`src/rtl/core/str_pkg.sv`:
```
// shared types and constants for the stepper ramp generator
package str_pkg;

  localparam int SpeedW = 22;
  localparam int PosW = 24;
  localparam int RunW = 17;
  localparam int PeriodW = 16;
  localparam int CmpW = 15;
  localparam int NumerW = 32;
  localparam logic [NumerW-1:0] PeriodNum = 32'd625 << 16;
  localparam logic [RunW-1:0] RunMax = '1;
  localparam logic [SpeedW-1:0] SpeedMax = '1;

  localparam logic [2:0] CfgMinSpeed = 3'd0;
  localparam logic [2:0] CfgMaxSpeed = 3'd1;
  localparam logic [2:0] CfgAccel = 3'd2;
  localparam logic [2:0] CfgDecel = 3'd3;
  localparam logic [2:0] CfgLimit = 3'd4;
  localparam logic [2:0] CfgHomeDir = 3'd5;

  typedef enum logic [2:0] {
    OP_TICK = 3'd0,
    OP_MOVE = 3'd1,
    OP_RUN = 3'd2,
    OP_STOP = 3'd3,
    OP_HOME = 3'd4,
    OP_DIR = 3'd5
  } opcode_t;

  typedef enum logic [1:0] {
    MODE_STOP = 2'd0,
    MODE_FREE = 2'd1,
    MODE_COUNT = 2'd2
  } mode_t;

  typedef enum logic [2:0] {
    ST_IDLE,
    ST_EXEC,
    ST_RAMP,
    ST_DIV,
    ST_OUT
  } state_t;

  typedef struct packed {
    logic exec;
    logic ramp;
    logic div_start;
    logic div_commit;
  } cmd_t;

  typedef struct packed {
    logic need_div;
    logic div_done;
  } sts_t;

endpackage

```
`src/rtl/core/str_ctrl.sv`:
```
// controller state machine sequencing command, ramp and period division
module str_ctrl (
  input  logic            clk,
  input  logic            rst_n,
  input  logic            in_tvalid,
  output logic            in_tready,
  output logic            out_tvalid,
  input  logic            out_tready,
  input  str_pkg::sts_t   sts,
  output str_pkg::cmd_t   cmd
);
  import str_pkg::*;

  state_t state_r, state_nxt;

  always_ff @(posedge clk) begin
    if (!rst_n) state_r <= ST_IDLE;
    else state_r <= state_nxt;
  end

  always_comb begin
    state_nxt = state_r;
    cmd = '0;
    in_tready = 1'b0;
    out_tvalid = 1'b0;
    unique case (state_r)
      ST_IDLE: begin
        in_tready = 1'b1;
        if (in_tvalid) state_nxt = ST_EXEC;
      end
      ST_EXEC: begin
        cmd.exec = 1'b1;
        state_nxt = ST_RAMP;
      end
      ST_RAMP: begin
        cmd.ramp = 1'b1;
        if (sts.need_div) begin
          cmd.div_start = 1'b1;
          state_nxt = ST_DIV;
        end else begin
          state_nxt = ST_OUT;
        end
      end
      ST_DIV: begin
        if (sts.div_done) begin
          cmd.div_commit = 1'b1;
          state_nxt = ST_OUT;
        end
      end
      ST_OUT: begin
        out_tvalid = 1'b1;
        if (out_tready) state_nxt = ST_IDLE;
      end
      default: state_nxt = ST_IDLE;
    endcase
  end
endmodule

```
`config.mk`:
```
export PLATFORM = sky130hd
export DESIGN_NAME = str_ctrl
export DESIGN_NICKNAME = d
export VERILOG_FILES = /design/src/rtl/core/str_pkg.sv /design/src/rtl/core/str_ctrl.sv
export SDC_FILE = /design/constraint.sdc
export NUM_CORES = 1
export LEC_CHECK = 0
export ABC_CLOCK_PERIOD_IN_PS = 950
export BUFFER_PORTS_ARGS = -buffer_cell sky130_fd_sc_hd__buf_4
export CAP_MARGIN = 20
export CORE_AREA = 4 4 41 43
export CTS_CLUSTER_DIAMETER = 150
export DETAILED_ROUTE_END_ITERATION = 12
export DIE_AREA = 0 0 45 47
export PLACE_DENSITY = 0.48
export REMOVE_ABC_BUFFERS = 1
export SYNTH_ARGS = -nofsm -noshare
export SYNTH_HDL_FRONTEND = slang
export SYNTH_SLANG_ARGS = --single-unit
```
`constraint.sdc`:
```
create_clock -name clk -period 0.95 [get_ports clk]
set_input_delay 0.0475 -clock clk [delete_from_list [all_inputs] [get_ports clk]]
set_output_delay 0.0475 -clock clk [all_outputs]
set_load 0.02 [all_outputs]
```
==> results of run 1 <==
[repair_timing]
item                                    CTS  global route
endpoints found under the setup margin    9             9
hold endpoints to repair                  0             0
gates cloned                              0             0
hold buffers                              0             0
resized for setup                        19             6
setup buffers                             3             0
pin swaps                                 6             2
[final cells by class]
class | instances | area share, %
multi-input combinational | 22 | 40.57
tap | 15 | 3.876
clock buffer | 4 | 5.426
timing repair buffer | 20 | 36.43
sequential | 3 | 13.70
[final timing paths]
path	slack, ps	to	start
max reg2reg	-160	state_r[2]$_SDFFE_PN0P_	state_r[1]$_SDFFE_PN0P_
min reg2reg	600	state_r[1]$_SDFFE_PN0P_	state_r[1]$_SDFFE_PN0P_
min	30	state_r[1]$_SDFFE_PN0P_	sts[0]
max	-220	cmd[1]	state_r[1]$_SDFFE_PN0P_
[per-layer routing]
layer	part of all wire, %	track usage [%]	vias up	wire [µm]
li1	-	-	140	-
met1	44	8.844	118	314
met2	45	10.45	13	322
met3	7.4	3.831	3	53
met4	3.5	10.53	0	25
met5	0	0	-	0
[Yosys cell counts, types with 2 or more instances]
| cell type | instances |
|---|---|
| a21oi_1 | 3 |
| and2_1 | 2 |
| dfxtp_1 | 3 |
| mux2i_1 | 2 |
| nand2b_1 | 2 |
| nand3_1 | 2 |
| nor2b_1 | 2 |
[cells in the final DEF (no fill, tap or decap), drive strengths merged]
| cell type | instances |
|---|---|
| or3 | 1 |
| a21oi | 3 |
| and3 | 1 |
| nor3b | 1 |
| nor2 | 1 |
| nand2b | 2 |
| nand3 | 2 |
| and2b | 1 |
| o21ai | 1 |
| nor2b | 2 |
| mux2i | 2 |
| buf | 20 |
| a311oi | 1 |
| dfxtp | 3 |
| nor3 | 1 |
| nand3b | 1 |
| clkbuf | 4 |
| and2 | 2 |
[through the flow]
stage | power, mW | setup TNS [ps]
2_1_floorplan | 0.2434 | -373.6
3_5_place_dp | 0.3400 | -340.7
6_report | 0.6617 | -1252
5_1_grt | 0.7154 | -1706
3_3_place_gp | 0.3406 | -346.9
4_1_cts | 0.6506 | -1218
[worst max-delay path: cells and delay by family (launching register included)]
family | cells | cell delay (ps)
simple gates | 3 | 420
flops | 1 | 350
buf+inv | 1 | 100
[cells by family after synthesis]
logic type	after synthesis	share of synthesized area (%)
and+or+nand+nor	15	42.20
AOI/OAI and AO/OA	5	13.29
DFF	3	27.75
muxes	2	9.249
buffers and inverters	2	7.512
[power breakdown]
part,internal [mW],switching [mW],total [mW]
registers,0.140,0.0138,0.154
clock network,0.158,0.0807,0.239
logic,0.155,0.114,0.269
==> results.sh, run 1 <==
export IMPL_hpwl_um=448.1
export IMPL_slew_limit_headroom_pct=87.88
export IMPL_multiInputGateArea_um2=196.4
export IMPL_hold_depth=2
export IMPL_drc_errors=0
export IMPL_post_route_util_pct=37.21
export IMPL_end_kind="primary output"
export IMPL_synthArstFlopShare_pct=0
export IMPL_wl_per_cell_um=11.17
export IMPL_reg2regPathDepth=4
export IMPL_ys_seq_elements=3
export IMPL_cts_buffers_inserted=3
export IMPL_holdWs_ps=27.54
export IMPL_grt_usage_pct=8.208
export IMPL_worst_setup_path_type="flip-flop to primary output"
export IMPL_cts_path_max_buffers=2
export IMPL_grt_max_degree=7
export IMPL_viasPerCell=4.281
export IMPL_synth_edff_count=0
export IMPL_numPortBuffers=11
export IMPL_critPathMaxFanout=3
export IMPL_fp_dieH_um=47
export IMPL_die_area_um2=2115
export IMPL_drive_gt1_share_pct=75.51
export IMPL_worstPathCellList="nor2b_4, and2b_1, and2_4, buf_6"
export IMPL_synth_top_cell_by_area="dfxtp_1"
export IMPL_status="finished with violations"
export IMPL_drt_iter0_drc=2
export IMPL_violations="negative setup slack"
export IMPL_layout_min_cycle_time_ps=1172
export IMPL_initial_utilization_pct=16.63
export IMPL_fmax_mhz=852.9
export IMPL_htreeDepth=1
export IMPL_area_delta_synth_final_pct=123.7
export IMPL_fin_worst_skew_ps=4.079
export IMPL_largest_register_ffs=3
export IMPL_synth_cell_types=18
export IMPL_clk_insertion_delay_late_ps=240
export IMPL_maxCapViolCount=0
export IMPL_cp_slowest_cell="dfxtp_4"
export IMPL_synth_ff_type="dfxtp_1"
export IMPL_cpPeakStageDelay_ps=350
export IMPL_reg_largest_list="state_r: 3 flops"
export IMPL_irDropWorstVdd_mv=0.4533
export IMPL_num_nets_final=56
export IMPL_synth_area_leaders="dfxtp_1, mux2i_1, a21oi_1"
export IMPL_grt_pass1_wl_um=1097
export IMPL_drt_pass1_iterations=3
export IMPL_holdCritPathClass="primary input to flip-flop"
export IMPL_finalMaxSlewViolations=0
export IMPL_num_fill_cells=149
export IMPL_grt_antenna_before_repair=0
export IMPL_clk_pin_slew_worst_paths_ps=40
export IMPL_stdcell_count=64
export IMPL_rsz0062_at_grt="true"
export IMPL_design_area_um2=484.2
export IMPL_worst_setup_path_start_kind="flip-flop"
export IMPL_vias=274
export IMPL_setup_viol=8
export IMPL_hold_viol=0
export IMPL_routed_wl_um=715
export IMPL_crit_required_ps=900
export IMPL_ys_seq_area_share_pct=27.75
export IMPL_regMostFlops="state_r"
export IMPL_synth_area_per_cell_um2=8.017
export IMPL_leakage_nw=0.2177
export IMPL_fin_ws_ps=-222.5
export IMPL_synth_area_um2=216.5
export IMPL_cp_arrival_ps=1120
export IMPL_synth_top_area_share_pct=27.75
export IMPL_n_antenna_cell=0
export IMPL_core_area_um2=1301
export IMPL_worst_pin_slew_ps=181.8
export IMPL_power_density_nw_per_um2=1367
export IMPL_syn_inst=27
export IMPL_cts_root_buf="clkbuf_4"
export IMPL_dp_worst_setup_slack_ps=-117.9
export IMPL_grt_pass1_vias=260
export IMPL_yosys_warnings=0
export IMPL_fp_dieW_um=45
export IMPL_cts_tree="yes"
export IMPL_ios=12
export IMPL_clock_sinks=3
export IMPL_grt_overflow=0
export IMPL_seq_area_um2=66.31
export IMPL_drtAntennaViolNets=0
export IMPL_finalWeightedCongestion=0.7043
export IMPL_placed_cells=57
export IMPL_rows=13
export IMPL_post_route_period_util_pct=123.4
export IMPL_placed_cell_area_um2=346.6
No activity file was read; power rests on OpenSTA's default activity.
==> inputs of run 2 (changes only) <==
--- a/config.mk
+++ b/config.mk
@@ -5,7 +5,7 @@
 export SDC_FILE = /design/constraint.sdc
 export NUM_CORES = 1
 export LEC_CHECK = 0
-export ABC_CLOCK_PERIOD_IN_PS = 950
+export ABC_CLOCK_PERIOD_IN_PS = 1030
 export BUFFER_PORTS_ARGS = -buffer_cell sky130_fd_sc_hd__buf_4
 export CAP_MARGIN = 20
 export CORE_AREA = 4 4 41 43
@@ -14,6 +14,7 @@
 export DIE_AREA = 0 0 45 47
 export PLACE_DENSITY = 0.48
 export REMOVE_ABC_BUFFERS = 1
+export SKIP_CTS_REPAIR_TIMING = 1
 export SYNTH_ARGS = -nofsm -noshare
 export SYNTH_HDL_FRONTEND = slang
 export SYNTH_SLANG_ARGS = --single-unit
==> constraint.sdc (replaced) <==
create_clock -name clk -period 1.03 [get_ports clk]
set_input_delay 0.0515 -clock clk [delete_from_list [all_inputs] [get_ports clk]]
set_output_delay 0.0515 -clock clk [all_outputs]
set_load 0.02 [all_outputs]
==> results.sh, run 2 (same netlist as run 1, synthesis figures left out) <==
export IMPL_status="finished with violations"
export IMPL_fp_dieH_um=47
export IMPL_stdcell_count=62
export IMPL_leakage_nw=0.2038
export IMPL_critPathMaxFanout=5
export IMPL_holdWs_ps=59.00
export IMPL_finalMaxSlewViolations=0
export IMPL_setup_viol=6
export IMPL_maxCapViolCount=0
export IMPL_cp_top_family="simple AND/OR/NAND/NOR gates"
export IMPL_cts_tree="yes"
export IMPL_clock_sinks=3
export IMPL_worst_pin_slew_ps=223.6
export IMPL_drc_errors=0
export IMPL_rsz0062_at_grt="true"
export IMPL_ios=12
export IMPL_clk_insertion_delay_late_ps=230
export IMPL_crit_cells=4
export IMPL_slew_limit_headroom_pct=85.09
export IMPL_holdCritPathClass="primary input to flip-flop"
export IMPL_post_route_period_util_pct=113.9
export IMPL_layout_min_cycle_time_ps=1174
export IMPL_reg2regPathDepth=3
export IMPL_min_from="sts[0]"
export IMPL_regMostFlops="state_r"
export IMPL_wl_per_cell_um=10.66
export IMPL_finalWeightedCongestion=0.6714
export IMPL_violations="negative setup slack"
export IMPL_grt_max_degree=9
export IMPL_vias=263
export IMPL_placed_cells=58
export IMPL_reg_largest_list="state_r: 3 flops"
export IMPL_cpPeakStageDelay_ps=350
export IMPL_fin_worst_skew_ps=2.310
export IMPL_rows=13
export IMPL_cts_path_max_buffers=2
export IMPL_r2r_start="state_r[0]$_SDFFE_PN0P_"
export IMPL_routed_wl_um=661
export IMPL_fp_dieW_um=45
export IMPL_core_area_um2=1301
export IMPL_grt_usage_pct=6.788
export IMPL_cts_root_buf="clkbuf_4"
export IMPL_crit_required_ps=980
export IMPL_hold_depth=2
export IMPL_area_delta_synth_final_pct=106.9
export IMPL_cp_slowest_cell="dfxtp_4"
export IMPL_fin_setup_tns_ps=-589.6
export IMPL_end_kind="primary output"
export IMPL_final_cell_mix="buf_4, buf_6, a21oi_1, clkbuf_4"
export IMPL_n_antenna_cell=0
export IMPL_viasPerCell=4.242
export IMPL_largest_register_ffs=3
export IMPL_initial_utilization_pct=16.63
export IMPL_fmax_mhz=852.0
export IMPL_drive_gt1_share_pct=65.96
export IMPL_irDropWorstVdd_mv=0.6578
export IMPL_hold_viol=0
export IMPL_grt_pass1_wl_um=952
export IMPL_drt_iter0_drc=3
export IMPL_cp_num_buf_inv=1
export IMPL_cts_buffers_inserted=3
export IMPL_worstPathCellList="nor2b_4, and2b_1, and2_4, buf_6"
export IMPL_drtAntennaViolNets=0
export IMPL_cp_arrival_ps=1120
export IMPL_grt_antenna_before_repair=0
export IMPL_grt_overflow=0
export IMPL_worst_setup_path_type="flip-flop to primary output"
export IMPL_grt_pass1_vias=237
export IMPL_htreeDepth=1
export IMPL_worst_setup_path_start_kind="flip-flop"
export IMPL_power_density_nw_per_um2=1261
export IMPL_power_total_mw=0.5648
export IMPL_drt_pass1_iterations=2
export IMPL_crit_start="state_r[1]$_SDFFE_PN0P_"
export IMPL_layout_commonest_cell="buf_4"
export IMPL_numPortBuffers=11
export IMPL_clk_pin_slew_worst_paths_ps=30
export IMPL_fin_ws_ps=-143.7
export IMPL_die_area_um2=2115
export IMPL_num_nets_final=54
-- run 2: path summary, 6_finish.rpt --
check	end	slack, ps
min reg2reg	state_r[1]$_SDFFE_PN0P_	610
max	cmd[1]	-140
min	state_r[1]$_SDFFE_PN0P_	60
max reg2reg	state_r[2]$_SDFFE_PN0P_	30
-- run 2: area by class of cell --
class	count	area [µm²]
Multi-Input combinational cell	22	183.9
Sequential cell	3	65.06
Timing Repair Buffer	18	153.9
Tap cell	15	18.77
Fill cell	145	853.3
Clock buffer	4	26.28
-- run 2: routing by layer --
layer / wire (µm) / GRT usage [%]
met1: 296 / 7.256
met2: 294 / 9.040
met3: 71 / 6.130
met4: 0 / 3.509
met5: 0 / 0
-- run 2: report_power, final --
group	internal, mW	switching, mW	total (mW)
registers	0.129	0.0137	0.143
clock network	0.145	0.0556	0.200
logic	0.125	0.0968	0.222
-- run 2: per-stage QoR --
step                util [%]  setup WS [ps]  instance area [µm²]
floorplan                  -         -159.7                200.2
global placement       27.21         -25.28                354.1
detailed placement     27.21         -33.84                354.1
CTS                    29.23         -276.7                380.4
global route           34.42         -226.3                447.9
finish                 34.42         -143.7                447.9
