### src/rtl/core/str_pkg.sv
// shared types and constants for the stepper ramp generator
package str_pkg;

  localparam int SpeedW = 22;
  localparam int PosW = 24;
  localparam int RunW = 17;
  localparam int PeriodW = 16;
  localparam int CmpW = 15;
  localparam int NumerW = 32;
  localparam logic [NumerW-1:0] PeriodNum = 32'd625 << 16;
  localparam logic [RunW-1:0] RunMax = '1;
  localparam logic [SpeedW-1:0] SpeedMax = '1;

  localparam logic [2:0] CfgMinSpeed = 3'd0;
  localparam logic [2:0] CfgMaxSpeed = 3'd1;
  localparam logic [2:0] CfgAccel = 3'd2;
  localparam logic [2:0] CfgDecel = 3'd3;
  localparam logic [2:0] CfgLimit = 3'd4;
  localparam logic [2:0] CfgHomeDir = 3'd5;

  typedef enum logic [2:0] {
    OP_TICK = 3'd0,
    OP_MOVE = 3'd1,
    OP_RUN = 3'd2,
    OP_STOP = 3'd3,
    OP_HOME = 3'd4,
    OP_DIR = 3'd5
  } opcode_t;

  typedef enum logic [1:0] {
    MODE_STOP = 2'd0,
    MODE_FREE = 2'd1,
    MODE_COUNT = 2'd2
  } mode_t;

  typedef enum logic [2:0] {
    ST_IDLE,
    ST_EXEC,
    ST_RAMP,
    ST_DIV,
    ST_OUT
  } state_t;

  typedef struct packed {
    logic exec;
    logic ramp;
    logic div_start;
    logic div_commit;
  } cmd_t;

  typedef struct packed {
    logic need_div;
    logic div_done;
  } sts_t;

endpackage

### src/rtl/core/str_div.sv
// restoring serial divider for the step period, one quotient bit per cycle
module str_div (
  input  logic                      clk,
  input  logic                      rst_n,
  input  logic                      start,
  input  logic [str_pkg::SpeedW-1:0] divisor,
  output logic                      done,
  output logic [str_pkg::PeriodW-1:0] period
);
  import str_pkg::*;

  localparam int CntW = $clog2(NumerW + 1);

  logic [NumerW-1:0] quo_r, quo_nxt;
  logic [SpeedW:0] rem_r, rem_nxt;
  logic [SpeedW-1:0] dvs_r;
  logic [CntW-1:0] cnt_r, cnt_nxt;
  logic busy_r, busy_nxt;
  logic [SpeedW:0] trial;

  always_comb begin
    quo_nxt = quo_r;
    rem_nxt = rem_r;
    cnt_nxt = cnt_r;
    busy_nxt = busy_r;
    trial = {rem_r[SpeedW-1:0], quo_r[NumerW-1]};
    if (start) begin
      quo_nxt = PeriodNum;
      rem_nxt = '0;
      cnt_nxt = CntW'(NumerW);
      busy_nxt = 1'b1;
    end else if (busy_r) begin
      quo_nxt = {quo_r[NumerW-2:0], 1'b0};
      if (trial >= {1'b0, dvs_r}) begin
        rem_nxt = trial - {1'b0, dvs_r};
        quo_nxt[0] = 1'b1;
      end else begin
        rem_nxt = trial;
      end
      cnt_nxt = cnt_r - 1'b1;
      if (cnt_r == CntW'(1)) busy_nxt = 1'b0;
    end
  end

  always_ff @(posedge clk) begin
    if (!rst_n) begin
      busy_r <= 1'b0;
      cnt_r <= '0;
    end else begin
      busy_r <= busy_nxt;
      cnt_r <= cnt_nxt;
    end
  end

  always_ff @(posedge clk) begin
    quo_r <= quo_nxt;
    rem_r <= rem_nxt;
    if (start) dvs_r <= divisor;
  end

  assign done = !busy_r && !start;
  always_comb begin
    if (dvs_r == '0 || quo_r[NumerW-1:PeriodW] != '0) period = '1;
    else period = quo_r[PeriodW-1:0];
  end
endmodule

### src/rtl/core/str_dp.sv
// datapath: configuration, motion state, counters and ramp decisions
module str_dp (
  input  logic                       clk,
  input  logic                       rst_n,
  input  logic                       cfg_we,
  input  logic [2:0]                 cfg_index,
  input  logic [str_pkg::SpeedW-1:0] cfg_data,
  input  logic                       in_accept,
  input  logic [2:0]                 in_opcode,
  input  logic [str_pkg::SpeedW-1:0] in_target_speed,
  input  logic [15:0]                in_target_steps,
  input  logic                       in_direction,
  input  logic                       in_home_sensor,
  input  str_pkg::cmd_t              cmd,
  output str_pkg::sts_t              sts,
  output logic [78:0]                out_word
);
  import str_pkg::*;

  logic [SpeedW-1:0] min_speed_r, max_speed_r;
  logic [15:0] accel_r, decel_r, limit_r;
  logic home_fwd_r;

  logic [2:0] op_r;
  logic [SpeedW-1:0] tspeed_r;
  logic [15:0] tsteps_r;
  logic dir_in_r, sensor_r;

  mode_t mode_r, mode_nxt;
  logic dir_r, dir_nxt, home_r, home_nxt, gen_r, gen_nxt, rel_r, rel_nxt;
  logic [RunW-1:0] run_r, run_nxt;
  logic [PosW-1:0] pos_r, pos_nxt;
  logic [SpeedW-1:0] speed_r, speed_nxt, goal_speed_r, goal_speed_nxt;
  logic [15:0] goal_steps_r, goal_steps_nxt;
  logic [PeriodW-1:0] period_r;
  logic [CmpW-1:0] cmp_r;
  logic changed_r, changed_nxt, tick_r, tick_nxt, div_req;

  logic div_done;
  logic [PeriodW-1:0] div_period;

  logic [32:0] acc_prod;
  logic signed [23:0] up_room;
  logic signed [23:0] spd_room;
  logic acc;
  logic signed [34:0] dec_prod;
  logic signed [36:0] dec_t;
  logic [SpeedW:0] sum;

  always_ff @(posedge clk) begin
    if (!rst_n) begin
      min_speed_r <= 22'd65536;
      max_speed_r <= 22'd3276800;
      accel_r <= 16'd328;
      decel_r <= 16'd328;
      limit_r <= 16'd40000;
      home_fwd_r <= 1'b0;
    end else if (cfg_we) begin
      unique case (cfg_index)
        CfgMinSpeed: min_speed_r <= cfg_data;
        CfgMaxSpeed: max_speed_r <= cfg_data;
        CfgAccel: accel_r <= cfg_data[15:0];
        CfgDecel: decel_r <= cfg_data[15:0];
        CfgLimit: limit_r <= cfg_data[15:0];
        CfgHomeDir: home_fwd_r <= cfg_data[0];
        default: ;
      endcase
    end
  end

  always_ff @(posedge clk) begin
    if (in_accept) begin
      op_r <= in_opcode;
      tspeed_r <= in_target_speed;
      tsteps_r <= in_target_steps;
      dir_in_r <= in_direction;
      sensor_r <= in_home_sensor;
    end
  end

  assign up_room = $signed({2'b0, goal_speed_r}) - $signed({2'b0, min_speed_r});
  assign spd_room = $signed({2'b0, speed_r}) - $signed({2'b0, min_speed_r});
  assign acc_prod = run_r * accel_r;
  assign acc = ($signed({1'b0, acc_prod}) < $signed({{10{up_room[23]}}, up_room}))
               && (run_r < {2'b0, goal_steps_r[15:1]});
  assign dec_prod = ($signed({1'b0, run_r}) - $signed({2'b0, goal_steps_r}))
                    * $signed({1'b0, decel_r});
  assign dec_t = {{2{dec_prod[34]}}, dec_prod}
                 + {{13{spd_room[23]}}, spd_room};
  assign sum = speed_r + accel_r;

  always_comb begin
    mode_nxt = mode_r;
    dir_nxt = dir_r;
    home_nxt = home_r;
    gen_nxt = gen_r;
    rel_nxt = rel_r;
    run_nxt = run_r;
    pos_nxt = pos_r;
    speed_nxt = speed_r;
    goal_speed_nxt = goal_speed_r;
    goal_steps_nxt = goal_steps_r;
    changed_nxt = changed_r;
    tick_nxt = tick_r;
    div_req = 1'b0;
    if (cmd.exec) begin
      changed_nxt = 1'b0;
      tick_nxt = 1'b0;
      unique case (op_r)
        OP_TICK: begin
          if (gen_r) begin
            tick_nxt = 1'b1;
            if (run_r != RunMax) run_nxt = run_r + 1'b1;
            pos_nxt = dir_r ? pos_r - 1'b1 : pos_r + 1'b1;
            if (sensor_r && dir_r == home_fwd_r) begin
              run_nxt = '0;
              mode_nxt = MODE_STOP;
              gen_nxt = 1'b0;
              rel_nxt = 1'b1;
              pos_nxt = '0;
              home_nxt = 1'b1;
            end
          end
        end
        OP_MOVE: begin
          if (tspeed_r > max_speed_r) goal_speed_nxt = max_speed_r;
          else if (tspeed_r < min_speed_r) goal_speed_nxt = min_speed_r;
          else goal_speed_nxt = tspeed_r;
          goal_steps_nxt = tsteps_r;
          speed_nxt = min_speed_r;
          changed_nxt = 1'b1;
          mode_nxt = MODE_COUNT;
          rel_nxt = 1'b0;
          run_nxt = '0;
          gen_nxt = 1'b1;
        end
        OP_RUN, OP_HOME: begin
          if (op_r == OP_HOME) dir_nxt = home_fwd_r;
          rel_nxt = 1'b0;
          mode_nxt = MODE_FREE;
          goal_steps_nxt = limit_r;
          gen_nxt = 1'b1;
        end
        OP_STOP: begin
          run_nxt = '0;
          mode_nxt = MODE_STOP;
          gen_nxt = 1'b0;
          rel_nxt = 1'b1;
          goal_steps_nxt = '0;
        end
        OP_DIR: dir_nxt = dir_in_r;
        default: ;
      endcase
    end
    if (cmd.ramp) begin
      div_req = changed_r;
      if (tick_r) begin
        if ((mode_r == MODE_COUNT && (run_r >= {1'b0, goal_steps_r}
             || run_r >= {1'b0, limit_r}))
            || (mode_r == MODE_FREE && run_r > {1'b0, limit_r})) begin
          run_nxt = '0;
          mode_nxt = MODE_STOP;
          gen_nxt = 1'b0;
          rel_nxt = 1'b1;
        end else if (mode_r != MODE_STOP) begin
          if (acc) begin
            if (speed_r < goal_speed_r) begin
              speed_nxt = sum[SpeedW] ? SpeedMax : sum[SpeedW-1:0];
              changed_nxt = 1'b1;
              div_req = 1'b1;
            end
          end else if (dec_t > 0 && speed_r > min_speed_r) begin
            speed_nxt = (speed_r > {6'b0, decel_r}) ? speed_r - decel_r : '0;
            changed_nxt = 1'b1;
            div_req = 1'b1;
          end
        end
      end
    end
  end

  assign sts.need_div = div_req;
  assign sts.div_done = div_done;

  always_ff @(posedge clk) begin
    if (!rst_n) begin
      mode_r <= MODE_STOP;
      dir_r <= 1'b0;
      home_r <= 1'b0;
      gen_r <= 1'b0;
      rel_r <= 1'b1;
      run_r <= '0;
      pos_r <= '0;
      speed_r <= '0;
      goal_speed_r <= '0;
      goal_steps_r <= '0;
      period_r <= 16'd100;
      cmp_r <= 15'd50;
      changed_r <= 1'b0;
      tick_r <= 1'b0;
    end else begin
      mode_r <= mode_nxt;
      dir_r <= dir_nxt;
      home_r <= home_nxt;
      gen_r <= gen_nxt;
      rel_r <= rel_nxt;
      run_r <= run_nxt;
      pos_r <= pos_nxt;
      speed_r <= speed_nxt;
      goal_speed_r <= goal_speed_nxt;
      goal_steps_r <= goal_steps_nxt;
      changed_r <= changed_nxt;
      tick_r <= tick_nxt;
      if (cmd.div_commit) begin
        period_r <= div_period;
        cmp_r <= div_period[PeriodW-1:1];
      end
    end
  end

  str_div u_div (
    .clk     (clk),
    .rst_n   (rst_n),
    .start   (cmd.div_start),
    .divisor (speed_nxt),
    .done    (div_done),
    .period  (div_period)
  );

  assign out_word = {home_r, pos_r, run_r, rel_r, gen_r, dir_r, mode_r,
                     changed_r, cmp_r, period_r};
endmodule

### config.mk
export PLATFORM = sky130hd
export DESIGN_NAME = str_dp
export DESIGN_NICKNAME = d
export VERILOG_FILES = /design/src/rtl/core/str_pkg.sv /design/src/rtl/core/str_div.sv /design/src/rtl/core/str_dp.sv
export SDC_FILE = /design/constraint.sdc
export NUM_CORES = 2
export LEC_CHECK = 0
export BUFFER_PORTS_ARGS = -buffer_cell sky130_fd_sc_hd__buf_4
export CAP_MARGIN = 20
export CORE_ASPECT_RATIO = 1.4
export CORE_MARGIN = 4
export CORE_UTILIZATION = 66
export DETAILED_ROUTE_END_ITERATION = 6
export PLACE_DENSITY = 0.84
export REMOVE_ABC_BUFFERS = 1
export SYNTH_ARGS = -nofsm -noshare
export SYNTH_HDL_FRONTEND = slang
export SYNTH_SLANG_ARGS = --single-unit
### constraint.sdc
create_clock -name clk -period 30.4 [get_ports clk]
set_input_delay 1.52 -clock clk [delete_from_list [all_inputs] [get_ports clk]]
set_output_delay 1.52 -clock clk [all_outputs]
set_load 0.01 [all_outputs]
==> results_dict.tcl <==
set metrics [dict create \
    syn_inst 5381 \
    wl_met1_microns 48500 \
    drt_wl_total_microns 138000 \
    cp.required_ns 28.88 \
    fin_total_pwr_mw 4.90 \
    post_dp_cell_area_sq_mm 0.0470 \
    die_x_microns 229 \
    path_class "reg -> out" \
    fmax_mhz 76.2 \
    dp_hpwl_microns 106000 \
    ys_seq_area_share_pct 16.7 \
    avgSynthCellArea_sq_um 8.40 \
    dr_wl_met2_microns 64300 \
    setup_tns_ns 0 \
    multi_input_area_sq_mm 0.0335 \
    final_util_pct 71.1 \
    ir_drop_mv 0.280 \
    ant_nets 0 \
    slowest_delay_ns 0.93 \
    dp_cells 6203 \
    setup.worst_path.start_class "register" \
    regArea_sq_mm 0.00754 \
    hold_ws_ns 0.466 \
    crit_buf_inv 5 \
    period_needed_ns 13.13 \
    relSlewSlack_pct 27.6 \
    drc 0 \
    setup_slack_ns 17.27 \
    fin_cells 6280 \
    syn_area_sq_mm 0.0452 \
    core_area_sq_mm 0.0679 \
    arrival_ns 11.61 \
    firstDrtPassIters 6 \
    rows 113 \
    die_h_microns 318 \
    period_share_pct 43.2 \
    rsz0062_at_grt "false" \
    initial_core_util_pct 66.6 \
    crit_family "adder cells" \
    grt_pass1_vias 40700 \
    hold_violations 0 \
    yosysWarnings 0 \
    synthToLayoutAreaGrowth_pct 6.81 \
    drt_first_iter_violations 3478 \
    hold_buffers 0 \
    final_cell_area_sq_mm 0.0483 \
    ys_types 91 \
    cts_max_path_buffers 3 \
    clock_skew_ns 0.0655 \
    worstPathMaxFanout 24 \
    overflow 0 \
    crit_slowest_cell "dfxtp_1" \
    maxCapViolCount 0 \
    routed-via-count 39800 \
    fillCellCount 5214 \
    cts_resized 0 \
    htree_levels 2 \
    powerDensity_mw_per_mm2 101 \
    post_drt_wl_per_cell_microns 22.0 \
    globalplace.congestion 1.01 \
    grt_util_all_layers_pct 37.3 \
    dr_wl_met3_microns 12000 \
    grt_max_degree 92 \
    p_leak_nw 23.0 \
    synth_edf_count 65 \
    cpMostUsedCell "fa_1" \
    cts_root_buffer "clkbuf_16" \
    die_area_sq_mm 0.0728 \
    cts_setup_buffers 0 \
    drv_slew 0 \
    layout_common_cells "inv_1, nand2_1, fa_1" \
    nets 6448 \
    status "complete, no violations" \
    via_per_inst 6.33 \
    top_layer "met4" \
    setup-violations-final 0 \
    final_common_cell "inv_1" \
    worst_pin_slew_ns 1.08 \
    synthFlopType "dfxtp_1" \
    post-place-ws_ns 18.08 \
    cts_buffers 38 \
    tritoncts "built" \
    portBuffers 156 \
    clock_sinks 344 \
    synthArstFlopShare_pct 0 \
    yosys_register_bits 344 \
    layout-drive-gt1-share_pct 6.93 \
    ioPinCount 157 \
    grt_pass1_wl_microns 217000 \
    clk_pin_slew_ns 0.06 \
    clock_latency_ns 0.61 \
    antenna_found_initial 5 \
    end_kind "output port" \
    hold_class "reg -> reg" \
]
==> cells by family after synthesis <==
| logic type | share of synthesized area (%) |
|---|---|
| AO/OA/AOI/OAI | 14.5 |
| XOR/XNOR | 3.31 |
| flip-flops | 16.7 |
| adder cells (fa/ha/maj) | 36.2 |
| multiplexers | 1.84 |
| buffers and inverters | 9.38 |
| AND/OR/NAND/NOR | 18.1 |
==> Yosys cell counts (10+ instances only) <==
cell type | instances | share of area, %
a311oi_1 | 21 | 0.41
a21o_1 | 95 | 1.6
o31ai_1 | 12 | 0.20
o21ai_1 | 18 | 0.20
nand3_1 | 113 | 1.3
o21bai_1 | 16 | 0.27
edfxtp_1 | 65 | 4.3
nor3_1 | 102 | 1.1
o22ai_1 | 14 | 0.19
and4_1 | 10 | 0.19
a2111oi_0 | 13 | 0.25
nand2b_1 | 59 | 0.82
o211ai_1 | 67 | 1.1
a211oi_1 | 60 | 1.0
nor2_1 | 301 | 2.5
or2_2 | 10 | 0.14
clkbuf_1 | 219 | 1.8
mux2i_1 | 73 | 1.6
o221a_2 | 13 | 0.32
a21oi_1 | 286 | 3.2
nand4_1 | 74 | 1.0
a211o_1 | 17 | 0.33
xor2_1 | 49 | 0.95
nor2b_1 | 47 | 0.65
buf_1 | 13 | 0.11
a21boi_0 | 11 | 0.18
buf_2 | 15 | 0.17
dfxtp_1 | 279 | 12
a22oi_1 | 46 | 0.76
a31oi_1 | 24 | 0.33
buf_4 | 25 | 0.42
fa_1 | 529 | 23
and2_1 | 220 | 3.0
ha_1 | 461 | 13
inv_1 | 819 | 6.8
and3_1 | 34 | 0.47
nand2_1 | 660 | 5.5
nor4_1 | 27 | 0.37
o21a_1 | 40 | 0.66
o21ai_0 | 126 | 1.4
xnor2_1 | 122 | 2.4
or3_1 | 32 | 0.44
==> registers in the layout, summed over array words and instances, names as in the netlist, 6 cells and up <==
signal / flops
limit_r: 16
period_r: 16
pos_r: 24
tsteps_r: 16
u_div.quo_r: 32
u_div.rem_r: 22
accel_r: 16
run_r: 17
min_speed_r: 22
goal_steps_r: 16
decel_r: 16
u_div.cnt_r: 6
speed_r: 22
max_speed_r: 22
goal_speed_r: 22
u_div.dvs_r: 22
tspeed_r: 22
==> routing by layer <==
layer,vias to the layer above,track usage [%]
met5,-,0
met4,0,28.2
met3,707,6.89
met2,2058,61.5
met1,19100,43.1
li1,17800,-
==> power by group <==
part           internal, mW  total [mW]  leakage (nW)  switching, mW
combinational          1.51        3.91          19.4           2.40
clock                 0.262       0.473         0.624          0.211
sequential            0.486       0.512          2.92         0.0256
total                  2.26        4.90          23.0           2.64
==> worst reg2reg max path: cells and delay by family (launching register included) <==
family / cells / cell delay, ns
AO/OA/AOI/OAI: 14 / 4.12
flip-flops: 1 / 0.93
buffers and inverters: 2 / 0.48
AND/OR/NAND/NOR: 8 / 1.39
XOR/XNOR: 2 / 0.84
adder cells (fa/ha/maj): 7 / 3.55
==> final cells by class <==
| cell class | instances | share of cell area, % |
|---|---|---|
| Tap cell | 862 | 2.23 |
| Clock buffer | 51 | 2.22 |
| Antenna cell | 6 | 0.0311 |
| Timing Repair Buffer | 235 | 3.66 |
| Clock inverter | 19 | 0.412 |
| Inverter | 821 | 6.39 |
| Sequential cell | 344 | 15.6 |
| Multi-Input combinational cell | 3942 | 69.4 |
==> worst paths after layout <==
kind | from | endpoint | slack [ns] | cells after the start
max | run_r[0] | sts[1] | 17.27 | 36
min | decel_r[1] | decel_r[1] | 0.47 | 2
max reg2reg | run_r[0] | u_div.dvs_r[11] | 18.85 | 33
min reg2reg | decel_r[1] | decel_r[1] | 0.47 | 2
Power figures use the tool's default switching activity.
